$ cat config.mk
export PLATFORM = sky130hd
export DESIGN_NAME = npzw_mul
export DESIGN_NICKNAME = d
export VERILOG_FILES = /design/src/rtl/npzw_pkg.sv /design/src/rtl/npzw_mul.sv
export SDC_FILE = /design/constraint.sdc
export NUM_CORES = 2
export LEC_CHECK = 0
export ABC_AREA = 1
export BUFFER_PORTS_ARGS = -buffer_cell sky130_fd_sc_hd__clkbuf_2
export CORE_MARGIN = 2
export CORE_UTILIZATION = 30
export DETAILED_ROUTE_END_ITERATION = 8
export PLACE_DENSITY = 0.46
export SYNTH_ARGS = -nofsm -noshare
export SYNTH_HDL_FRONTEND = slang
export SYNTH_SLANG_ARGS = --single-unit
$ cat constraint.sdc
create_clock -name i_clk -period 16.89 [get_ports i_clk]
set_input_delay 0.8445 -clock i_clk [delete_from_list [all_inputs] [get_ports i_clk]]
set_output_delay 0.8445 -clock i_clk [all_outputs]
set_load 0.01 [all_outputs]
$ cat src/rtl/npzw_pkg.sv
`default_nettype none
package npzw_pkg;

    // digit width of the partial-product multipliers
    localparam int MUL_CHUNK = 16;

    localparam int                     W_MASS_BITS   = 20;
    localparam logic [W_MASS_BITS-1:0] W_MASS_RESET  = 20'd80399;

    localparam int CFG_DATA_BITS  = 32;
    localparam int CFG_ADDR_BITS  = 3;
    localparam int CFG_INDEX_BITS = CFG_ADDR_BITS - 2;

    localparam logic [CFG_INDEX_BITS-1:0] REG_W_MASS = 1'b0;

    typedef struct packed {
        logic no_real;
        logic degen;
        logic neg_sign;
    } t_item_flags;

endpackage
`default_nettype wire

$ cat src/rtl/npzw_mul.sv
`default_nettype none
module npzw_mul
    import npzw_pkg::*;
#(
    parameter int WA = 32,
    parameter int WB = 32
) (
    input  wire logic                 i_clk,
    input  wire logic signed [WA-1:0] i_a,
    input  wire logic signed [WB-1:0] i_b,
    output logic signed [WA+WB-1:0]   o_p
);

    localparam int WP = WA + WB;
    localparam int NC = (WB + MUL_CHUNK - 1) / MUL_CHUNK;
    localparam int BE = NC * MUL_CHUNK;

    logic signed [WA-1:0] r_a   [NC];
    logic        [BE-1:0] r_b   [NC];
    logic signed [WP-1:0] r_acc [NC];
    logic        [BE-1:0] b_ext;

    assign b_ext = BE'(i_b);

    // one digit of b per stage; the top digit carries the sign
    for (genvar j = 0; j < NC; j++) begin : g_stage
        logic signed [WA-1:0]          a_in;
        logic        [BE-1:0]          b_in;
        logic signed [WP-1:0]          acc_in;
        logic signed [MUL_CHUNK:0]     dig;
        logic signed [WA+MUL_CHUNK:0]  pp;
        logic signed [WP-1:0]          n_acc;

        if (j == 0) begin : g_first
            assign a_in   = i_a;
            assign b_in   = b_ext;
            assign acc_in = '0;
        end else begin : g_next
            assign a_in   = r_a[j-1];
            assign b_in   = r_b[j-1];
            assign acc_in = r_acc[j-1];
        end

        if (j == NC-1) begin : g_top
            assign dig = $signed({b_in[MUL_CHUNK-1], b_in[MUL_CHUNK-1:0]});
        end else begin : g_low
            assign dig = $signed({1'b0, b_in[MUL_CHUNK-1:0]});
        end

        assign pp    = a_in * dig;
        assign n_acc = acc_in + (WP'(pp) <<< (MUL_CHUNK * j));

        always_ff @(posedge i_clk) begin
            r_acc[j] <= n_acc;
        end

        if (j < NC-1) begin : g_fwd
            always_ff @(posedge i_clk) begin
                r_a[j] <= a_in;
                r_b[j] <= b_in >> MUL_CHUNK;
            end
        end
    end

    assign o_p = r_acc[NC-1];

endmodule
`default_nettype wire

Yosys cells after proc, flatten, opt, wreduce, memory -nomap -nowiden --
Memory sizes are Yosys's and may differ from the RTL's. Cells that the tools add are included.
Word-level totals: logic and storage cells 6, register bits after elaboration 0, output and inout port bits 64, memories kept 3, RAM bits 224, input bits 65
Memory list:
- r_acc | depth 2, bits a word 64, rd ports 2, clocked after memory_dff 0, wr ports 2, RTL line npzw_mul.sv:20 | logic signed [WP-1:0] r_acc [NC];
- r_a | depth 2, bits a word 32, rd ports 1, clocked after memory_dff 0, wr ports 1, RTL line npzw_mul.sv:18 | logic signed [WA-1:0] r_a [NC];
- r_b | depth 2, bits a word 16, rd ports 1, clocked after memory_dff 0, wr ports 1, RTL line npzw_mul.sv:19 | logic [BE-1:0] r_b [NC];
Operators by class: $add $sub $neg 1, multiply operators 2
Operator list (number):
- adder 64 bit | 1
- multiplier 32 x 17 -> 49 bit | 1
- multiplier 32 x 16 -> 48 bit | 1

Logic depth before layout (Yosys ltp) --
An unclocked memory read counts as a cell.
depth in word-level cells 3, mapped depth 43, mapped depth without buffers 41

Worst setup path before layout --
OpenSTA, ideal clock, no wires.
path kind register -> register, from memory r_a[0][14], to memory r_acc[0][119] (netlist name), clock period less this slack 6.725 ns, cell stages (with the launch flop) 33, path slack 10.165 ns, data required time 16.769 ns, setup time 0.121 ns, arrival time 6.604 ns, buffers on the path 2, cell sequence dfxtp_1 clkbuf_1 clkbuf_1 nand2_1 fa_1 inv_1 fa_1 inv_1 fa_1 inv_1 fa_1 fa_1 inv_1 fa_1 inv_1 ha_1 a21oi_1 o21a_1 nand2_1 or2_1 a21oi_2 xnor2_1 ha_1 nand2_2 inv_1 a21oi_1 nand2_1 nand2_1 nand2_1 o21bai_4 nand2_1 nand2_1 xor2_1
RTL lines (RTL line):
- start, declared | npzw_mul.sv:18
- end, declared | npzw_mul.sv:20

==> run_results.csv <==
group,metric,value,unit
status,status,"complete, no violations",
timing,finalSetupViolCount,0,
layout,synthToLayoutAreaGrowth,6.96,%
routing,viasPerCell,4.56,
placement,gp_congestion,0.923,
routing,drt_pre_antenna_iters,6,
routing,drc,0,
timing,layout_worst_path_cycle_share,48.5,%
worst_setup_path,crit_family,"adder cells",
synthesis,postSynthCellCount,5821,
clock_network,clock_path_buffers,2,
worst_setup_path,crit_type,"reg2reg",
global_routing,grt_pass1_vias,38700,
global_routing,grt_pass1_wl,231000,microns
routing,ant_nets,0,
floorplan,fp.dieH,390,microns
worst_setup_path,path_buf_inv,3,
hold_path,min_path_type,"reg2reg",
global_routing,antenna_found_initial,9,
timing,final-max-slew-violation-count,0,
clock_network,post_cts_resized,0,
layout,drive_gt1_share,5.05,%
timing,finClkSkew,0.0279,ns
clock_network,post_cts_buffers,0,
worst_setup_path,crit_path_start_kind,"register",
worst_setup_path,worstPathMaxFanout,16,
synthesis,synth_area,0.0447,sq mm
placement,dp_hpwl,121000,microns
timing,grt_setup_unrepaired,"false",
synthesis,avgSynthCellArea,7.68,sq um
clock_network,htreeDepth,4,
timing,period_needed,8.19,ns
layout,nets,7110,
worst_setup_path,required,17.30,ns
clock_network,clk_latency,0.54,ns
placement,place_area,0.0472,sq mm
worst_setup_path,cp_common_cell,"fa_1",
synthesis,syn_nets,7143,
floorplan,num_rows,141,
synthesis,ys_ff_latch,161,
layout,design_area,0.0478,sq mm
synthesis,seq_area_frac_synth,7.21,%
worst_setup_path,cp_num_cells,26,
clock_network,cts.clk_slew.worst_paths,0.08,ns
floorplan,initial_core_util,30.2,%
clock_network,cts_tree,"done",
worst_setup_path,worstSetupEndpointType,"register",
floorplan,core,0.148,sq mm
clock_network,clock_sinks,161,
floorplan,io_pins,129,
placement,port_buffers,128,
global_routing,grt-ovfl-total,0,
routing,drtIter0Drc,2022,
hold_path,holdPathStages,0,
global_routing,grt_max_degree,34,
timing,fmax,122,MHz
run,drv_cap,0,
clock_network,cts_made_buffers,17,
timing,tns,0,ns
timing,hold_viol_final,0,
floorplan,fp.dieW,390,microns
worst_setup_path,ff2ff_path_depth,26,
global_routing,grt.total_usage,20.0,%
synthesis,synth_flop_cell,"dfxtp_1",
routing,wl_per_cell,18.8,microns
timing,relSlewSlack,33.5,%
floorplan,die-area,0.152,sq mm
routing,via_count,35300,
clock_network,cts_hold_buf,0,
clock_network,root_buffer,"clkbuf_16",
routing,drt-total-wl,145000,microns
worst_setup_path,max_stage_delay,0.91,ns
timing,tightest_slew,0.998,ns
synthesis,synth_cell_types,44,
worst_setup_path,arrival,8.59,ns
synthesis,synth-edff-count,0,
worst_setup_path,critPathSlowestCell,"dfxtp_1",
synthesis,yosysWarnings,0,
synthesis,async_flop_share,0,%
flip-flops by register name, indices dropped and copies added (netlist names):
name	cells
r_a	32
r_acc	113
r_b	16
worst register-to-register path: cells and delay by family (launching register included):
family	cells	cell delay (ns)
compound gates	6	1.74
xor+xnor	1	0.43
fa+ha+maj	8	3.80
buf+inv	3	0.15
flops	1	0.91
simple gates	8	1.01
cells in the final DEF (no fill, tap or decap), types with 5 or more instances in the layout:
master	instances
inv_2	10
o21a_1	9
nor4_2	6
xor2_1	76
nand4_1	19
nand2_1	1463
a31oi_1	11
buf_4	34
a21o_1	22
nand2_2	15
a21oi_1	168
fa_1	976
or2_2	11
dfxtp_1	161
inv_1	1736
ha_1	281
inv_8	5
o21ai_2	9
nor2_2	19
nor3_1	18
nor3_2	7
a21boi_0	8
a21oi_2	6
and3_1	7
nand3_1	109
nor2_1	269
nand3_2	6
clkbuf_2	128
o21ai_0	78
o21ai_1	16
clkbuf_16	17
xnor2_1	40
o21bai_1	23
worst paths after layout:
| path | to | from | slack, ns |
|---|---|---|---|
| worst max-delay path | r_acc[0][125]$_DFF_P_ | r_a[0][12]$_DFF_P_ | 8.70 |
| worst min-delay path | r_acc[0][73]$_DFF_P_ | r_acc[0][9]$_DFF_P_ | 0.33 |
| worst max register to register | r_acc[0][125]$_DFF_P_ | r_a[0][12]$_DFF_P_ | 8.70 |
| worst min register to register | r_acc[0][73]$_DFF_P_ | r_acc[0][9]$_DFF_P_ | 0.33 |
layout make-up:
type,instances,area [sq um]
diodes,1,2.50
clock inverters,14,164
well taps,1930,2410
flip-flops and latches,161,3220
inverters,1746,6550
multi-input cells,3700,34100
repair buffers,162,896
fillers,16100,100000
clock buffers,18,439
cells in the mapped netlist, types with 6 or more instances:
cell      count  area [sq um]
or2_2        11          68.8
o21a_1        9          67.6
xnor2_1      40           350
a21boi_0      8          60.1
a21o_1       22           165
nand4_1      19           119
nor2_1      269          1010
nand2_1    1463          5490
nor4_2        6          75.1
nand3_1     109           546
ha_1        281          3520
a31oi_1      11          68.8
inv_1      1736          6520
and3_1        7          43.8
o21ai_0      78           390
nor2_2       19           119
clkbuf_1    213           800
dfxtp_1     161          3220
nand2_2      15          93.8
fa_1        976         19500
nor3_2        7          70.1
o21bai_1     23           173
o21ai_2       9          78.8
nor3_1       18          90.1
xor2_1       76           666
a21oi_2       6          52.6
o21ai_1      16          80.1
nand3_2       6          60.1
a21oi_1     168           841
inv_2        10          37.5
per-layer routing:
layer	GRT usage [%]	routed length, microns	vias up
li1	-	-	16400
met4	3.95	2410	4
met1	27.3	66900	18000
met2	34.0	69800	709
met5	0	18	-
met3	2.29	5870	128
stage by stage:
stage / cells / hold WS, ns / worst slack [ns] / util [%]
after global routing: 7731 / 0.338 / 8.20 / 32.3
after floorplan: 5821 / 0.310 / 10.17 / -
final: 7732 / 0.333 / 8.70 / 32.3
after global placement: 7699 / 0.315 / 8.73 / 31.9
after detailed placement: 7699 / 0.313 / 8.80 / 31.9
after CTS: 7731 / 0.335 / 8.72 / 32.3
cell families after synthesis:
group	after synthesis	synth area share, %
and+or+nand+nor	1968	17.8
xor gates and xnor gates	116	2.27
buffers and inverters	1960	16.5
DFF	161	7.21
adders and majority gates	1257	51.6
AOI/OAI and AO/OA	359	4.62
Power is left out: the tool's default activity adds up to more than one toggle a clock period on the data nets, which glitch-free logic cannot reach.
