$ cat config.mk
export PLATFORM = sky130hd
export DESIGN_NAME = npzw_sqrt
export DESIGN_NICKNAME = d
export VERILOG_FILES = /design/src/rtl/npzw_sqrt.sv
export SDC_FILE = /design/constraint.sdc
export NUM_CORES = 1
export LEC_CHECK = 0
export BUFFER_PORTS_ARGS = -buffer_cell sky130_fd_sc_hd__buf_2
export CELL_PAD_IN_SITES_DETAIL_PLACEMENT = 1
export CELL_PAD_IN_SITES_GLOBAL_PLACEMENT = 1
export CORE_MARGIN = 1
export CORE_UTILIZATION = 30
export DETAILED_ROUTE_END_ITERATION = 10
export HOLD_SLACK_MARGIN = 0.08
export PLACE_DENSITY_LB_ADDON = 0.15
export SLEW_MARGIN = 25
export SYNTH_ARGS = -nofsm -noshare
export SYNTH_HDL_FRONTEND = slang
export SYNTH_SLANG_ARGS = --single-unit
$ cat constraint.sdc
create_clock -name i_clk -period 3.3 [get_ports i_clk]
set_clock_uncertainty 0.05 [all_clocks]
set_input_delay 0.165 -clock i_clk [delete_from_list [all_inputs] [get_ports i_clk]]
set_output_delay 0.165 -clock i_clk [all_outputs]
set_load 0.03 [all_outputs]
$ cat src/rtl/npzw_sqrt.sv
`default_nettype none
module npzw_sqrt #(
    parameter int DW = 16
) (
    input  wire logic            i_clk,
    input  wire logic [DW-1:0]   i_d,
    output logic      [DW/2-1:0] o_s
);

    localparam int SW = DW / 2;

    logic [DW-1:0] r_rem  [SW];
    logic [SW-1:0] r_root [SW];

    // one root bit per stage, msb first; rem = d - root^2
    for (genvar i = 0; i < SW; i++) begin : g_stage
        localparam int BI = SW - 1 - i;
        logic [DW-1:0] rem_in;
        logic [SW-1:0] root_in;
        logic [DW-1:0] trial;
        logic          ge;

        if (i == 0) begin : g_first
            assign rem_in  = i_d;
            assign root_in = '0;
        end else begin : g_next
            assign rem_in  = r_rem[i-1];
            assign root_in = r_root[i-1];
        end

        assign trial = (DW'(root_in) << (BI + 1)) | (DW'(1'b1) << (2 * BI));
        assign ge    = rem_in >= trial;

        always_ff @(posedge i_clk) begin
            r_root[i] <= ge ? (root_in | (SW'(1'b1) << BI)) : root_in;
        end

        if (i < SW-1) begin : g_rem
            always_ff @(posedge i_clk) begin
                r_rem[i] <= ge ? (rem_in - trial) : rem_in;
            end
        end
    end

    assign o_s = r_root[SW-1];

endmodule
`default_nettype wire

# Yosys cells after proc, flatten, opt, wreduce, memory -nomap -nowiden
# Memories as Yosys holds them, arrays and structs flattened.
# Index checks and enable logic that the tools add are counted.
[classes]
n_lt_le_gt_ge = 8
addsub = 7
muxes = 15
[op_table]
columns = ["operator", "n"]
rows = [
  ["$mux 16", 7],
  ["$ge 16x10->1", 1],
  ["$ge 16x11->1", 1],
  ["$ge 16x12->1", 1],
  ["$ge 16x13->1", 1],
  ["$ge 16x14->1", 1],
  ["$ge 16x15->1", 1],
  ["$ge 16x15->1 const B", 1],
  ["$ge 16x9->1", 1],
  ["$sub 16x10->16", 1],
  ["$sub 16x11->16", 1],
  ["$sub 16x12->16", 1],
  ["$sub 16x13->16", 1],
  ["$sub 16x14->16", 1],
  ["$sub 16x15->16", 1],
  ["$sub 16x15->16 const B", 1],
  ["$mux 8", 1],
  ["$mux 7", 1],
  ["$mux 6", 1],
  ["$mux 5", 1],
  ["$mux 4", 1],
  ["$mux 3", 1],
  ["$mux 2", 1],
  ["$mux 1", 1],
]
[word_totals]
mem_count = 2
input_bits = 17
ff_bits = 0
ram_bits = 192
[mem_list]
columns = ["name", "words", "word_bits", "read_ports", "rd_ports_with_merged_regs", "write_ports", "line", "source"]
rows = [
  ["r_rem", 8, 16, 7, 0, 7, "12", "logic [DW-1:0] r_rem [SW];"],
  ["r_root", 8, 8, 8, 0, 8, "13", "logic [SW-1:0] r_root [SW];"],
]

# Depth between registers and ports, before layout
# Gate-level depths: netlist of the first run.
# An unclocked memory read counts as a cell.
[depth]
ltp_word = 3
depth_mapped = 9

# Worst setup path before layout of the first run
# Ideal clock, no wire load.
[synth_path]
path_type = "register to register"
startpoint = "memory r_root[0][23] in the netlist's numbering"
endpoint = "memory r_rem[3][11]"
required_ns = 3.127
path_buffers = 1
stages_incl_launch_ff = 9
arrival_ns = 1.753
setup_ns = 0.123
slack_ns = 1.373
synth_period_minus_slack_ns = 1.927
cell_sequence = "dfxtp_1 -> inv_1 -> ha_1 -> nor4b_2 -> nand2_1 -> o41ai_2 -> nand2b_1 -> buf_4 -> mux2_1"
[synth_lines]
columns = ["element", "line"]
rows = [
  ["start, declared", "13"],
  ["end, declared", "12"],
]

==> impl_metrics.yaml, run 1 <==
detailed_routing:
  drt_iter0_drc: 81
  highest_layer: "met4"
  num_vias: 3484
  drt-total-wl_microns: 10200
  vias_per_cell: 4.40
  antenna_left: 0
  drc: 0
  routedWlPerCell_microns: 12.9
  wl_met3_microns: 303
  routed-wl-met2_microns: 5620
  first_pass_iters: 4
  wl_met1_microns: 4140
global_routing:
  grt_pass1_vias: 3770
  grt_max_degree: 19
  grt_use_total_pct: 12.6
  antenna_found_initial: 0
  overflow: 0
  grt_pass1_wl_microns: 17100
floorplan:
  row_count: 48
  start_util_pct: 30.6
  fp.coreArea_sq_um: 17200
  die_h_microns: 135
  dieWidth_microns: 135
  io_pins: 25
  die_area_sq_um: 18100
synth:
  synth_top_area_share_pct: 56.1
  avgSynthCellArea_sq_um: 10.6
  synth_fp_nets: 555
  synth_edf_count: 0
  yosysTopAreaCell: "dfxtp_1"
  yosys_warnings: 0
  ys_top_cells_by_area: "dfxtp_1 (56%), ha_1 (9.5%), a21oi_1 (3.4%)"
  netlist_instances: 498
  async_flop_share_pct: 0
  synthTopCellsByCount: "dfxtp_1 (148), inv_1 (43), ha_1 (40)"
  ys_types: 52
  synth.most_common_cell: "dfxtp_1"
  ys_seq_area_share_pct: 56.1
  ys_ff_latch: 148
  yosys_most_used_dff: "dfxtp_1"
  netlist_area_sq_um: 5280
hold_path:
  min_from: "r_root[0][28]"
  worstHoldPathType: "register to register"
clock_network:
  clk_pin_slew_ns: 0.06
  cts_buffer_depth: 2
  cts.sinks: 148
  clk_latency_ns: 0.42
  cts_resized: 0
  cts_tree: "built"
  clockRootBuffer: "clkbuf_16"
  cts_buffers: 17
  htreeDepth: 4
critical_path:
  cp_max_fo: 18
  criticalPathCategory: "register to register"
  required_ns: 3.55
  crit_path_start: "r_root[1][4]"
  end_kind: "register"
  arrival_ns: 2.72
  crit_path_start_kind: "register"
  reg2reg_from: "r_root[1][4]"
cells_and_area:
  areaGrowthSynthToFinish_pct: 21.2
  drive_gt1_share_pct: 11.8
  layout.nets: 611
  num_antenna_cells: 0
  final_util_pct: 37.1
place:
  portBuffers: 24
  hpwl_microns: 7990
  place.gp.congestion: 0.854
timing:
  fin_crit_ns: 2.47
  slew_headroom_pct: 54.9
  finalCritPeriodShare_pct: 74.8
  worst_pin_slew_ns: 0.675
  tns_ns: 0
  hold_viol: 0
  setup_viol: 0
  rsz0062_at_grt: "false"
  fmax_ghz: 0.405
  slew_viol_final: 0
power:
  ir_drop_mv: 0.433
  power_per_cell_area_nw_per_um2: 966
  p_leak_nw: 2.86
flow_run:
  maxCapViolations: 0
outcome:
  status: "finished clean"
## registers in the layout, indices dropped and copies added, names as in the netlist
| signal | count |
|---|---|
| r_rem | 112 |
| r_root | 36 |
## worst max-delay path: stages, from the launching register on
cell	delay [ns]
dfxtp_1	0.36
inv_1	0.05
ha_1	0.37
nor2_1	0.06
a21oi_1	0.39
o21ai_1	0.14
nand3_1	0.50
o311ai_1	0.25
xnor2_1	0.17
## worst paths after layout
| check | end | slack, ns | cells past startpoint |
|---|---|---|---|
| hold / removal | r_root[1][4] | 0.30 | 0 |
| setup reg to reg | r_rem[5][14] | 0.83 | 8 |
| hold reg to reg | r_root[1][4] | 0.30 | 0 |
| setup / recovery | r_rem[5][14] | 0.83 | 8 |
## metal layers
layer / up-vias / global-route usage, %
li1: 1814 / -
met1: 1614 / 11.6
met4: 0 / 5.62
met3: 13 / 4.28
met5: - / 0
met2: 43 / 24.6
## per-stage QoR
stage	hold slack (ns)	total power, mW	std cells	area [sq um]	worst slack [ns]
2_1_floorplan	0.143	3.93	498	5280	1.37
3_3_place_gp	0.217	4.34	743	5650	0.859
3_5_place_dp	0.219	4.40	743	5650	0.803
4_1_cts	0.293	6.30	792	6400	0.774
5_1_grt	0.304	6.64	792	6400	0.605
6_report	0.300	6.18	792	6400	0.830
## power breakdown
group	internal (mW)	switching (mW)	leakage [nW]	total (mW)
combinational	0.825	1.00	1.33	1.83
clock	1.05	0.786	0.284	1.84
sequential	2.24	0.279	1.24	2.52
## cell type report
type / instances / area [sq um]
clock inverters: 12 / 111
well taps: 225 / 282
multi-input cells: 302 / 2120
clock buffers: 20 / 467
flip-flops and latches: 148 / 2960
inverters: 44 / 165
fillers: 1906 / 10800
repair buffers: 41 / 290
## cells in the final DEF (no fill, tap or decap), types with 3 or more instances in the layout
cell	n
buf_2	24
xor2_1	16
inv_1	43
a21o_1	4
clkinv_4	4
a21oi_1	36
nor4b_1	3
clkbuf_8	3
inv_6	4
nor4_1	13
xnor2_1	19
ha_1	40
nand3b_1	3
o21a_1	10
nand2b_1	6
dfxtp_1	148
o21ai_1	10
inv_8	3
nor3_1	14
nor2_1	37
nand3_1	5
a21boi_1	3
dlygate4sd3_1	17
o21ai_0	14
nand2_1	24
nor2b_1	6
clkbuf_16	17
mux2_1	3
## kinds of logic (layout without fill, tap and decap cells)
| logic type | count (synthesis) | after routing | synth area share [%] |
|---|---|---|---|
| adder cells (fa/ha/maj) | 40 | 40 | 9.48 |
| AO/OA/AOI/OAI | 93 | 93 | 10.8 |
| buffers and inverters | 48 | 117 | 3.67 |
| flip-flops | 148 | 148 | 56.1 |
| multiplexers | 5 | 5 | 1.02 |
| XOR/XNOR | 35 | 35 | 5.81 |
| AND/OR/NAND/NOR | 129 | 129 | 13.0 |
## repair_timing
action | in CTS | in global routing
hold endpoints to repair | 17 | 0
buffers inserted | 0 | 0
setup endpoints to repair | 0 | 0
hold buffers | 17 | 0
Note: power is estimated with default switching activity, not from simulation.
==> run 2, diff against run 1 <==
- clock period: 3.3 -> 2.15 ns (I/O delays scaled with it)
==> run 2 against run 1 <==
Effect of this change: register-to-register slack got worse by 0.68 ns; fmax rose by 23%; hold slack got worse by 0.030 ns; count of clock-buffer cells in the layout down 2; cell area is 3.2% higher; critical path type unchanged; total power is 58% higher.
==> impl_metrics.yaml, run 2 (synthesized netlist as in run 1, its figures left out) <==
floorplan:
  die_area_sq_um: 18100
  fp.coreArea_sq_um: 17200
  io_pins: 25
  start_util_pct: 30.6
  die_h_microns: 135
  dieWidth_microns: 135
  row_count: 48
timing:
  setup_viol: 0
  hold_ws_ns: 0.270
  setup_ws_ns: 0.147
  hold_viol: 0
  fin_crit_ns: 2.00
  fmax_ghz: 0.499
  worst_pin_slew_ns: 0.573
  slew_viol_final: 0
  rsz0062_at_grt: "true"
  slew_headroom_pct: 61.4
  finalCritPeriodShare_pct: 93.2
critical_path:
  end_kind: "register"
  cp_cell_sequence: "inv_1, ha_2, nand2_1, nor2_4, nand3_2, o31a_1, nor4_2, xor2_1"
  arrival_ns: 2.30
  crit_path_start_kind: "register"
  required_ns: 2.45
  cp_max_fo: 6
  slowest_stage: "ha_2"
  max_stage_delay_ns: 0.37
  critPathTopFamily: "simple AND/OR/NAND/NOR gates"
  criticalPathCategory: "register to register"
  crit_buf_inv: 1
place:
  portBuffers: 24
  place.gp.congestion: 0.810
  hpwl_microns: 7990
  preCtsSetupSlack_ns: -0.136
  placed_area_sq_um: 5730
detailed_routing:
  drc: 0
  drt_iter0_drc: 68
  routedWlPerCell_microns: 12.6
  first_pass_iters: 4
  drt-total-wl_microns: 10200
  num_vias: 3568
  antenna_left: 0
  vias_per_cell: 4.42
cells_and_area:
  final_util_pct: 38.3
  layout_commonest_cell: "dfxtp_1"
  fin_area_sq_um: 6600
  drive_gt1_share_pct: 15.8
  top_register: "r_rem"
  areaGrowthSynthToFinish_pct: 25.1
  biggestRegsByFlops: "r_rem (112), r_root (36)"
  largest_reg_flops: 112
  num_antenna_cells: 0
  n_fill_cell: 1910
  final_cell_mix: "dfxtp_1 (148), inv_1 (43), ha_1 (39), nor2_1 (36), a21oi_1 (34)"
  layout.nets: 626
hold_path:
  worstHoldPathType: "primary input to register"
power:
  ir_drop_mv: 0.680
  p_leak_nw: 2.95
  clkPwrFrac_pct: 29.0
  p_total_mw: 9.78
  switchingPower_mw: 3.22
  swShare_pct: 33.0
  power_per_cell_area_nw_per_um2: 1480
  comb_power_share_pct: 31.4
  p_int_mw: 6.55
  pwr-share-seq_pct: 39.6
clock_network:
  cts_tree: "built"
  cts.sinks: 148
  clk_pin_slew_ns: 0.06
  clk_latency_ns: 0.41
  htreeDepth: 4
  cts_buffer_depth: 2
  clockRootBuffer: "clkbuf_16"
  cts_buffers: 17
global_routing:
  grt_max_degree: 17
  overflow: 0
  grt_use_total_pct: 12.8
  antenna_found_initial: 0
  grt_pass1_vias: 3905
  grt_pass1_wl_microns: 17700
flow_run:
  maxCapViolations: 0
outcome:
  status: "finished clean"
[run 2: cell types whose count changed in the layout (fill, tap and decap cells not counted), sizes merged]
cell	previous run	this run
clkinv	4	3
buf	24	39
bufinv	0	1
clkinvlp	1	3
clkbuf	20	18
[run 2: worst paths after layout]
kind                 start  slack, ns  cells after the start           end
max reg2reg  r_root[1][15]       0.15                      8  r_rem[6][14]
max          r_root[1][15]       0.15                      8  r_rem[6][14]
min reg2reg    r_rem[1][1]       0.30                      0   r_rem[2][1]
min                 i_d[5]       0.27                      2   r_rem[0][5]
[run 2: layer usage]
metal,global-route usage (%),share of wire (%)
met2,24.8,55
met5,0,0
met1,12.2,40
met4,6.18,2.5
met3,3.72,2.8
[run 2: layout make-up]
cell class / instances / area (sq um) / share of cell area, %
flip-flops and latches: 148 / 2960 / 44.9
multi-input cells: 302 / 2200 / 33.3
clock buffers: 18 / 439 / 6.65
repair buffers: 56 / 415 / 6.29
well taps: 225 / 282 / 4.26
inverters: 44 / 165 / 2.50
clock inverters: 14 / 141 / 2.14
[run 2: repair_timing]
item                                    in CTS  in global routing
gates cloned                                 0                  0
resized for setup                            3                 13
hold buffers                                17                  0
endpoints found under the setup margin       4                 24
pin swaps                                    0                  4
endpoints found under the hold margin       17                  0
buffers inserted                             0                  4
[run 2: stage by stage]
stage                     TNS [ns]  std cells
after global routing       -0.0300        807
final                            0        807
after CTS                        0        803
after floorplan                  0        498
after detailed placement    -0.273        754
after global placement      -0.500        754
[run 2: power by group through the flow]
stage,Combinational [mW],Sequential [mW],Clock (mW)
6_report,3.07,3.87,2.84
3_5_place_dp,2.90,3.94,0
4_1_cts,2.96,3.88,2.93
2_1_floorplan,2.18,3.85,0
3_3_place_gp,2.82,3.93,0
5_1_grt,3.51,3.96,3.06
