===== src/rtl/npzw_div.sv =====
`default_nettype none
module npzw_div #(
    parameter int NW = 16,
    parameter int DW = 8
) (
    input  wire logic          i_clk,
    input  wire logic [NW-1:0] i_num,
    input  wire logic [DW-1:0] i_den,
    output logic      [NW-1:0] o_q
);

    logic [DW-1:0] r_rem [NW];
    logic [NW-1:0] r_num [NW];
    logic [DW-1:0] r_den [NW];
    logic [NW-1:0] r_q   [NW];

    // restoring division, one quotient bit per stage
    for (genvar i = 0; i < NW; i++) begin : g_stage
        logic [DW-1:0] rem_in;
        logic [NW-1:0] num_in;
        logic [DW-1:0] den_in;
        logic [NW-1:0] q_in;
        logic [DW:0]   t;
        logic [DW:0]   diff;
        logic          ge;

        if (i == 0) begin : g_first
            assign rem_in = '0;
            assign num_in = i_num;
            assign den_in = i_den;
            assign q_in   = '0;
        end else begin : g_next
            assign rem_in = r_rem[i-1];
            assign num_in = r_num[i-1];
            assign den_in = r_den[i-1];
            assign q_in   = r_q[i-1];
        end

        assign t    = {rem_in, num_in[NW-1]};
        assign diff = t - {1'b0, den_in};
        assign ge   = t >= {1'b0, den_in};

        always_ff @(posedge i_clk) begin
            r_q[i] <= {q_in[NW-2:0], ge};
        end

        if (i < NW-1) begin : g_fwd
            always_ff @(posedge i_clk) begin
                r_rem[i] <= ge ? diff[DW-1:0] : t[DW-1:0];
                r_num[i] <= num_in << 1;
                r_den[i] <= den_in;
            end
        end
    end

    assign o_q = r_q[NW-1];

endmodule
`default_nettype wire


===== config.mk =====
export PLATFORM = sky130hd
export DESIGN_NAME = npzw_div
export DESIGN_NICKNAME = d
export VERILOG_FILES = /design/src/rtl/npzw_div.sv
export SDC_FILE = /design/constraint.sdc
export NUM_CORES = 1
export LEC_CHECK = 0
export BUFFER_PORTS_ARGS = -buffer_cell sky130_fd_sc_hd__buf_2
export CORE_AREA = 2 2 171 173
export CTS_CLUSTER_SIZE = 28
export DETAILED_ROUTE_END_ITERATION = 12
export DIE_AREA = 0 0 173 175
export PLACE_DENSITY = 0.74
export SYNTH_ARGS = -nofsm -noshare
export SYNTH_HDL_FRONTEND = slang
export SYNTH_SLANG_ARGS = --single-unit

===== constraint.sdc =====
create_clock -name i_clk -period 2.3 [get_ports i_clk]
set_clock_uncertainty 0.05 [all_clocks]
set_input_delay 0.23 -clock i_clk [delete_from_list [all_inputs] [get_ports i_clk]]
set_output_delay 0.23 -clock i_clk [all_outputs]
set_load 0.005 [all_outputs]

Word-level counts from Yosys, hierarchy flattened --
Memory sizes are Yosys's and may differ from the RTL's. Index checks and enable logic that the tools add are counted.
Storage, ports and cells: logic and storage cells 50, bits in registers 0, memories 4, bits of input ports 25, RAM bits 752
Cells by class: add/sub/neg operators 15, order comparisons 16, multiplexer cells 15
Memory list:
- r_q | depth 16, width 16, read ports 16, clocked after Yosys merged registers in 0, write ports 16, line 15 | logic [NW-1:0] r_q [NW];
- r_num | depth 16, width 15, read ports 15, clocked after Yosys merged registers in 0, write ports 15, line 13 | logic [NW-1:0] r_num [NW];
- r_den | depth 16, width 8, read ports 15, clocked after Yosys merged registers in 0, write ports 15, line 14 | logic [DW-1:0] r_den [NW];
- r_rem | depth 16, width 8, read ports 15, clocked after Yosys merged registers in 0, write ports 15, line 12 | logic [DW-1:0] r_rem [NW];
Operator list (number):
- 9-bit by 8-bit greater-or-equal comparator with 1-bit output | 15
- 8-bit two-way mux | 15
- 8-bit subtractor | 14
- 1-bit by 8-bit greater-or-equal comparator with 1-bit output | 1
- 1-bit by 8-bit subtractor with 8-bit output | 1

Logic depth before layout (Yosys ltp) --
Gate-level depths: netlist of run 1. An unclocked memory read counts as a cell.
depth in word-level cells 3, depth in mapped cells 9, mapped depth without buffers 8

Worst setup path before layout of run 1 --
OpenSTA, ideal clock, no wires.
path kind register to register, start mem r_den[4][3] (netlist: r_den[0][35]), end mem r_rem[5][2] (netlist: r_rem[0][42]), stages on the path, launching flop included 8, data required time 2.129 ns, buffers on the path 0, arrival time 1.769 ns, slack 0.359 ns, clock period less this slack 1.941 ns, cells stage by stage dfxtp_1 inv_1 ha_1 a21o_1 a21oi_2 o21ai_2 a41oi_4 mux2_4
RTL lines (line):
- start: declaration | 14
- end: declaration | 12

==> flow_metrics.tcl, run 1 <==
set metrics [dict create \
    design_area_um2 19400 \
    synth_top_area_share_pct 59.0 \
    slowest_stage "a41oi_4" \
    p_total_mw 27.2 \
    powerDensity_nw_per_um2 1400 \
    cap_viol_max_count 0 \
    reg2reg_depth 7 \
    initial_core_util_pct 59.3 \
    gr-total-overflow 0 \
    rsz0062_at_grt "false" \
    synth_edf_count 0 \
    final_nets 1744 \
    ys.flop_type "dfxtp_1" \
    areaGrowthSynthToFinish_pct 15.6 \
    tightest_slew_ns 0.627 \
    synth_cell_types 53 \
    endpoint_kind "flop" \
    maxSlewHeadroom_pct 57.7 \
    num_vias 10100 \
    yosysTopAreaCell "dfxtp_1" \
    max_freq_mhz 467 \
    hold_depth 2 \
    p_leak_nw 8.78 \
    yosysSeqAreaShare_pct 59.0 \
    cts_buffers 47 \
    antenna_left 0 \
    place_congestion 0.822 \
    setup_violations 0 \
    dieWidth_um 173 \
    grt_util_all_layers_pct 18.2 \
    crit_path_cell_trace "inv_1 -> ha_1 -> a21o_1 -> a21oi_2 -> o21ai_1 -> a41oi_4 -> mux2_2" \
    grt_pass1_wl_mm 46.3 \
    hold_viol_final 0 \
    whs_ns 0.258 \
    yosys_warnings 0 \
    critical-path-max-stage-delay_ns 0.41 \
    grt_max_degree 17 \
    ioPinCount 41 \
    first_pass_iters 5 \
    diodes 0 \
    crit_arrival_ns 2.51 \
    setup_tns_ns 0 \
    synthCells 1465 \
    grt_pass1_vias 10200 \
    postSynthAreaPerCell_um2 11.5 \
    ys_top_cells_by_area "dfxtp_1 (59%), ha_1 (9.1%), inv_1 (3.6%)" \
    status "finished, final reports clean" \
    critPathBufInv 1 \
    via_per_inst 5.04 \
    die_h_um 175 \
    period_share_pct 93.1 \
    clockBufferDepth 3 \
    wl_mm 26.7 \
    remaining_drc_errors 0 \
    cp_max_fo 8 \
    cts_tree "done" \
    core_area_um2 28400 \
    drt_iter0_markers 491 \
    syn-num-nets 1626 \
    path_clk_slew_ns 0.06 \
    finalMaxSlewViolations 0 \
    min_period_ns 2.14 \
    hp-class "in2reg" \
    fill_cells 2105 \
    clockRootBuffer "clkbuf_16" \
    cp.depth 7 \
    ys_seq_elements 496 \
    die-area_um2 30300 \
    placed_area_um2 17600 \
    critPathTopFamily "compound AO/OA/AOI/OAI gates" \
    wl_per_cell_um 13.3 \
    async_reset_ff_share_pct 0 \
    crit_type "reg2reg" \
    critPathLaunchType "flop" \
    netlist_area_um2 16800 \
    port_buffers 40 \
    rows 62 \
    cp.required_ns 2.67 \
    post-dp-hpwl_mm 18.9 \
    cts_htree_levels 2 \
    cts_sinks 496 \
    grt_antenna_before_repair 0 \
    drive_above_1_share_pct 12.8 \
    peakVddDrop_uv 750 \
    clk_latency_ns 0.55 \
]
final timing paths:
kind / startpoint / to / slack, ns
setup / recovery: r_den[0][43]$_DFF_P_ / r_rem[0][50]$_DFF_P_ / 0.16
hold / removal: i_num[2] / r_num[0][2]$_DFF_P_ / 0.26
setup reg to reg: r_den[0][43]$_DFF_P_ / r_rem[0][50]$_DFF_P_ / 0.16
hold reg to reg: r_num[1][27]$_DFF_P_ / r_num[1][43]$_DFF_P_ / 0.27
routing by layer:
layer  track usage (%)  up-vias  routed length (µm)
met5                 0        -                   0
met4              5.47        0                 622
met3              3.33       51                1020
met2              31.9      144               12700
met1              22.9     4704               12300
li1                  -     5209                   -
cells by family (layout without fill, tap and decap cells):
| logic type | count (synthesis) | in the layout | synth area share [%] |
|---|---|---|---|
| AOI/OAI and AO/OA | 327 | 327 | 13.7 |
| xor gates and xnor gates | 44 | 44 | 2.29 |
| adders and majority gates | 136 | 136 | 10.7 |
| buffers and inverters | 176 | 331 | 4.13 |
| DFF | 496 | 496 | 59.0 |
| muxes | 35 | 35 | 2.49 |
| and+or+nand+nor | 251 | 251 | 7.60 |
final cells by class:
cell class / instances / area, µm² / share of cell area [%]
sequential: 496 / 9930 / 51.1
clock buffer: 66 / 1380 / 7.08
multi-input combinational: 793 / 6200 / 31.9
tap: 384 / 480 / 2.47
clock inverter: 20 / 269 / 1.38
timing repair buffer: 82 / 576 / 2.96
inverter: 163 / 612 / 3.15
where the power goes:
| group | switching, mW | leakage, nW | internal, mW |
|---|---|---|---|
| registers | 0.713 | 4.16 | 10.5 |
| clock network | 3.14 | 0.797 | 4.77 |
| logic | 4.25 | 3.82 | 3.84 |
| total | 8.10 | 8.78 | 19.1 |
Yosys cell counts, drive strengths merged (2+ instances only):
| master | count |
|---|---|
| a211oi | 14 |
| fa | 14 |
| nand2b | 23 |
| a311oi | 4 |
| ha | 122 |
| xnor2 | 22 |
| and3 | 2 |
| nor3 | 14 |
| and2 | 19 |
| mux2i | 10 |
| a21oi | 76 |
| a221oi | 12 |
| nor4 | 4 |
| xor2 | 22 |
| o21a | 22 |
| nand3b | 9 |
| a21o | 18 |
| buf | 9 |
| mux2 | 25 |
| and4 | 9 |
| a31o | 9 |
| nor2b | 17 |
| clkbuf | 4 |
| or2 | 9 |
| nand3 | 14 |
| a41oi | 4 |
| o31a | 4 |
| o211ai | 4 |
| a21boi | 10 |
| o22a | 9 |
| o21ai | 119 |
| dfxtp | 496 |
| nand2 | 92 |
| o31ai | 18 |
| or3 | 3 |
| or4 | 6 |
| nor2 | 29 |
| inv | 163 |
sequential cells by signal, summed over array words and instances (netlist names):
register,cells
r_den,120
r_q,136
r_rem,120
r_num,120
metrics by stage:
step / std cells / setup WS [ns] / util [%]
finish: 2004 / 0.158 / 68.5
global route: 2004 / 0.0233 / 68.5
CTS: 2004 / 0.161 / 68.5
detailed placement: 1894 / 0.183 / 61.8
global placement: 1894 / 0.215 / 61.8
floorplan: 1465 / 0.359 / -
cells in the final DEF, fill, tap and decap left out, types with 9 or more instances in the layout:
cell type      Yosys  layout
clkbuf_8           0      13
nand3_1           14      14
o21ai_0          105     105
or2_2              9       9
a211oi_1          14      14
clkbuf_16          0      47
ha_1             122     122
xor2_1            22      22
mux2i_1           10      10
o22a_1             9       9
a221oi_4          10      10
a21o_1            18      18
nor2b_1           17      17
mux2_2            14      14
nor2_1            29      29
mux2_4            10      10
dfxtp_1          496     496
o21ai_1           10      10
a21boi_0           9       9
and4_1             9       9
buf_4              9      18
nand2b_1          23      23
and2_1            17      17
inv_1            160     160
nor3_1            14      14
fa_1              14      14
a31o_2             9       9
xnor2_1           22      22
o21a_1            22      22
o31ai_1           18      18
nand3b_1           9       9
dlygate4sd3_1      0      24
nand2_1           92      92
buf_2              0      40
a21oi_1           72      72
timing repair:
item / 4_1_cts / 5_1_grt
hold buffers: 24 / 0
setup buffers: 0 / 0
gates resized for setup: 0 / 0
hold endpoints to repair: 29 / 0
worst reg2reg max path: cells and delay by family, from the launching register on:
family	cells	cell delay [ns]
adders and majority gates	1	0.34
buffers and inverters	1	0.06
DFF	1	0.33
muxes	1	0.39
AOI/OAI and AO/OA	4	0.86
Power figures use the tool's default switching activity.
==> inputs of run 2 (changes only) <==
- CELL_PAD_IN_SITES_DETAIL_PLACEMENT: unset -> 0
- CELL_PAD_IN_SITES_GLOBAL_PLACEMENT: unset -> 1
- CORE_AREA: 2 2 171 173 -> 2 2 187 189
- DIE_AREA: 0 0 173 175 -> 0 0 189 191
- PLACE_DENSITY: 0.74 -> 0.75
- SLEW_MARGIN: unset -> 15
==> run 2 against run 1 <==
Against the previous run: final area rose by 0.65%; sequential share of layout area is 0.33 points lower; worst hold slack got worse by 0.0036 ns; die area rose by 19%; clock power increased by 2%; maximum frequency grew 1.2%; wire length shrank 0.91%; critical endpoint is now r_rem[0][58]$_DFF_P_; highest routed layer unchanged.
==> flow_metrics.tcl, run 2 (synthesized netlist as in run 1, its figures left out) <==
set metrics [dict create \
    areaGrowthSynthToFinish_pct 16.3 \
    via_per_inst 4.76 \
    cts_htree_levels 2 \
    cp_max_fo 8 \
    wl_per_cell_um 12.7 \
    setup_tns_ns 0 \
    cts_buffers 47 \
    gr-total-overflow 0 \
    rows 68 \
    remaining_drc_errors 0 \
    diodes 0 \
    dieWidth_um 189 \
    grt_pass1_wl_mm 44.8 \
    place_congestion 0.813 \
    crit-reg2reg-launch "r_den[0][51]$_DFF_P_" \
    cp.required_ns 2.70 \
    grt_antenna_before_repair 0 \
    grt_pass1_vias 9706 \
    final_nets 1747 \
    port_buffers 40 \
    num_vias 9882 \
    grt_util_all_layers_pct 15.1 \
    hp-class "in2reg" \
    die-area_um2 36100 \
    reg2reg_to "r_rem[0][58]$_DFF_P_" \
    hold_viol_final 0 \
    drive_above_1_share_pct 13.0 \
    path_clk_slew_ns 0.06 \
    post-dp-hpwl_mm 19.3 \
    design_area_um2 19600 \
    drt_iter0_markers 377 \
    cap_viol_max_count 0 \
    initial_core_util_pct 49.3 \
    peakVddDrop_uv 634 \
    top_register "r_q" \
    finalMaxSlewViolations 0 \
    largest_register_ffs 136 \
    final_common_cell "dfxtp_1" \
    crit_arrival_ns 2.51 \
    placed_area_um2 17700 \
    crit_type "reg2reg" \
    rsz0062_at_grt "false" \
    cts_sinks 496 \
    die_h_um 191 \
    clockBufferDepth 3 \
    setup_violations 0 \
    min_from "i_num[5]" \
    hold_depth 2 \
    min_period_ns 2.12 \
    reg2reg_slack_ns 0.18 \
    period_share_pct 92.0 \
    startpoint "r_den[0][51]$_DFF_P_" \
    max_freq_mhz 473 \
    clockRootBuffer "clkbuf_16" \
    antenna_left 0 \
    endpoint_kind "flop" \
    holdPathEnd "r_num[0][5]$_DFF_P_" \
    core_area_um2 34100 \
    cts_tree "done" \
    p_leak_nw 8.80 \
    critPathLaunchType "flop" \
    powerDensity_nw_per_um2 1390 \
    tightest_slew_ns 0.512 \
    grt_max_degree 17 \
    clk_latency_ns 0.56 \
    wl_mm 26.4 \
    reg2reg_depth 7 \
    maxSlewHeadroom_pct 65.5 \
    first_pass_iters 7 \
    layout_common_cells "dfxtp_1 (496), inv_1 (160), ha_1 (122)" \
    status "finished, final reports clean" \
    ioPinCount 41 \
]
[run 2: changes by cell type in the layout (fill, tap and decap cells not counted), sizes merged]
cell | before | now
clkbuf | 66 | 60
buf | 58 | 61
clkinv | 8 | 11
inv | 166 | 163
bufinv | 5 | 7
clkinvlp | 4 | 5
[run 2: worst max-delay path by stage]
stage                      endpoint  cells past startpoint
2_1_floorplan  r_rem[0][42]$_DFF_P_                      7
3_3_place_gp   r_rem[0][50]$_DFF_P_                      7
4_1_cts        r_rem[0][58]$_DFF_P_                      7
6_report       r_rem[0][58]$_DFF_P_                      7
5_1_grt        r_rem[1][51]$_DFF_P_                      8
3_5_place_dp   r_rem[0][58]$_DFF_P_                      7
[run 2: cell type report]
class | instances | area, µm²
Clock buffer | 60 | 1350
Tap cell | 455 | 569
Fill cell | 2918 | 14500
Timing Repair Buffer | 85 | 598
Sequential cell | 496 | 9930
Clock inverter | 23 | 314
Multi-Input combinational cell | 793 | 6200
Inverter | 163 | 612
[run 2: worst max-delay path, cell delays in order (launching register included)]
cell	delay [ns]
dfxtp_1	0.33
inv_1	0.05
ha_1	0.34
a21o_1	0.19
a21oi_2	0.16
o21ai_2	0.09
a41oi_4	0.41
mux2_2	0.38
[run 2: metal layers]
| metal | vias up | part of all wire (%) | GRT usage, % | routed length [µm] |
|---|---|---|---|---|
| met5 | - | 0 | 0 | 0 |
| met4 | 0 | 2.9 | 6.52 | 758 |
| met3 | 55 | 3.6 | 2.97 | 959 |
| met2 | 130 | 45 | 24.6 | 11800 |
| met1 | 4478 | 49 | 19.7 | 12900 |
| li1 | 5219 | - | - | - |
[run 2: repair_timing]
action                                 CTS  global route
buffers inserted                         0             0
endpoints found under the hold margin   29             0
hold buffers                            24             0
resized for setup                        0             0
[run 2: through the flow]
| step | instances | hold WS, ns | utilization [%] | setup slack (ns) | power, mW |
|---|---|---|---|---|---|
| 2_1_floorplan | 1465 | 0.208 | - | 0.359 | 17.6 |
| 5_1_grt | 2075 | 0.236 | 57.4 | 0.0615 | 29.2 |
| 3_5_place_dp | 1968 | 0.262 | 51.8 | 0.188 | 19.4 |
| 6_report | 2075 | 0.255 | 57.4 | 0.184 | 27.3 |
| 4_1_cts | 2075 | 0.210 | 57.4 | 0.171 | 27.7 |
| 3_3_place_gp | 1968 | 0.260 | 51.8 | 0.224 | 19.3 |
[run 2: report_power, final]
group / switching, mW / total, mW / leakage, nW / internal [mW]
registers: 0.737 / 11.2 / 4.16 / 10.5
logic: 4.19 / 8.05 / 3.84 / 3.86
clock network: 3.12 / 8.04 / 0.808 / 4.92
total: 8.05 / 27.3 / 8.80 / 19.2
==> inputs of run 3 (changes only) <==
- BUFFER_PORTS_ARGS: -buffer_cell sky130_fd_sc_hd__buf_2 -> -buffer_cell sky130_fd_sc_hd__buf_4
==> run 3 against run 2 <==
Against the previous run: final area increased by 0.22%; sequential share of layout area decreased by 0.11 points; via count increased by 0.35%; register-to-register slack about the same; worst setup slack improved by 0.0088 ns; worst hold slack got worse by 0.0026 ns; critical path depth unchanged; critical path type unchanged; highest routed layer unchanged.
==> flow_metrics.tcl, run 3 (synthesized netlist as in run 1, its figures left out) <==
set metrics [dict create \
    critPathLaunchType "flop" \
    port_buffers 40 \
    antenna_left 0 \
    maxSlewHeadroom_pct 67.6 \
    top_register "r_q" \
    diodes 0 \
    crit_type "reg2reg" \
    hold_viol_final 0 \
    rsz0062_at_grt "false" \
    layout_common_cells "dfxtp_1 (496), inv_1 (160), ha_1 (122)" \
    period_share_pct 91.6 \
    setup_violations 0 \
    cts_sinks 496 \
    min_from "i_num[12]" \
    comb_power_share_pct 30.2 \
    die-area_um2 36100 \
    cts_buffers 49 \
    tightest_slew_ns 0.481 \
    clkPwrFrac_pct 28.3 \
    internal-power_mw 18.9 \
    p_sw_mw 8.09 \
    cap_viol_max_count 0 \
    status "finished, final reports clean" \
    post_cts_buffers 0 \
    grt_pass1_vias 9657 \
    grt_util_all_layers_pct 15.2 \
    wl_mm 26.4 \
    rows 68 \
    cts_tree "done" \
    place_congestion 0.820 \
    num_vias 9917 \
    swShare_pct 29.9 \
    drt_iter0_markers 423 \
    cts.repair.resized 0 \
    gr-total-overflow 0 \
    clockBufferDepth 3 \
    clockRootBuffer "clkbuf_16" \
    min_period_ns 2.11 \
    grt_antenna_before_repair 0 \
    ctsHoldBuffers 24 \
    initial_core_util_pct 49.3 \
    crit_arrival_ns 2.50 \
    hp-class "in2reg" \
    die_h_um 191 \
    ioPinCount 41 \
    wl_met2_mm 11.8 \
    sequentialPowerShare_pct 41.5 \
    via_per_inst 4.76 \
    max_freq_mhz 475 \
    grt_pass1_wl_mm 45.0 \
    setup_tns_ns 0 \
    peakVddDrop_uv 656 \
    p_leak_nw 8.82 \
    crit-reg2reg-launch "r_num[1][74]$_DFF_P_" \
    design_area_um2 19600 \
    final_nets 1752 \
    endpoint_kind "flop" \
    grt_max_degree 16 \
    m1WireLength_mm 13.0 \
    startpoint "r_num[1][74]$_DFF_P_" \
    met3_wirelength_um 945 \
    dieWidth_um 189 \
    finalMaxSlewViolations 0 \
    placed_area_um2 17800 \
    cp.required_ns 2.69 \
    wl_per_cell_um 12.7 \
    powerDensity_nw_per_um2 1380 \
    path_clk_slew_ns 0.06 \
    drive_above_1_share_pct 13.0 \
    core_area_um2 34100 \
    first_pass_iters 4 \
    areaGrowthSynthToFinish_pct 16.6 \
    post-dp-hpwl_mm 19.5 \
    final_common_cell "dfxtp_1" \
    cts_htree_levels 2 \
    clk_latency_ns 0.56 \
    cp_max_fo 8 \
    top_layer "met4" \
    remaining_drc_errors 0 \
    largest_register_ffs 136 \
]
[run 3: per-stage QoR]
step	setup WS [ns]	total power [mW]	util, %	hold slack, ns	instances
floorplan	0.359	17.6	-	0.208	1465
global placement	0.203	19.4	52.2	0.260	1971
detailed placement	0.200	19.5	52.2	0.262	1971
CTS	0.178	27.4	57.5	0.222	2083
global route	0.0635	28.9	57.5	0.238	2083
finish	0.193	27.0	57.5	0.252	2083
[run 3: power groups by stage]
stage	combinational [mW]	clock, mW	sequential, mW
final	8.17	7.64	11.2
after global routing	9.19	8.25	11.4
after CTS	8.21	7.90	11.3
after detailed placement	8.11	0	11.4
after global placement	8.00	0	11.4
after floorplan	6.43	0	11.1
[run 3: cell type report]
| class | count | area [µm²] |
|---|---|---|
| Fill cell | 2903 | 14500 |
| Sequential cell | 496 | 9930 |
| Timing Repair Buffer | 88 | 721 |
| Clock inverter | 20 | 173 |
| Clock buffer | 68 | 1410 |
| Inverter | 163 | 612 |
| Tap cell | 455 | 569 |
| Multi-Input combinational cell | 793 | 6200 |
[run 3: routing by layer]
metal,track usage (%),vias to the layer above
li1,-,5233
met1,20.3,4528
met2,24.2,111
met3,2.90,45
met4,6.22,0
met5,0,-
[run 3: final timing paths]
kind / end / slack (ns) / cells past startpoint
max: r_rem[1][42]$_DFF_P_ / 0.19 / 7
min: r_num[0][12]$_DFF_P_ / 0.25 / 2
max reg2reg: r_rem[1][42]$_DFF_P_ / 0.19 / 7
min reg2reg: r_num[0][55]$_DFF_P_ / 0.26 / 0
[run 3: worst max-delay path: stages, from the launching register on]
cell and delay (ns):
dfxtp_1 0.31, inv_1 0.05, ha_1 0.34, nand2b_1 0.16
a21oi_1 0.20, o21ai_2 0.10, a41oi_4 0.40, mux2_2 0.39
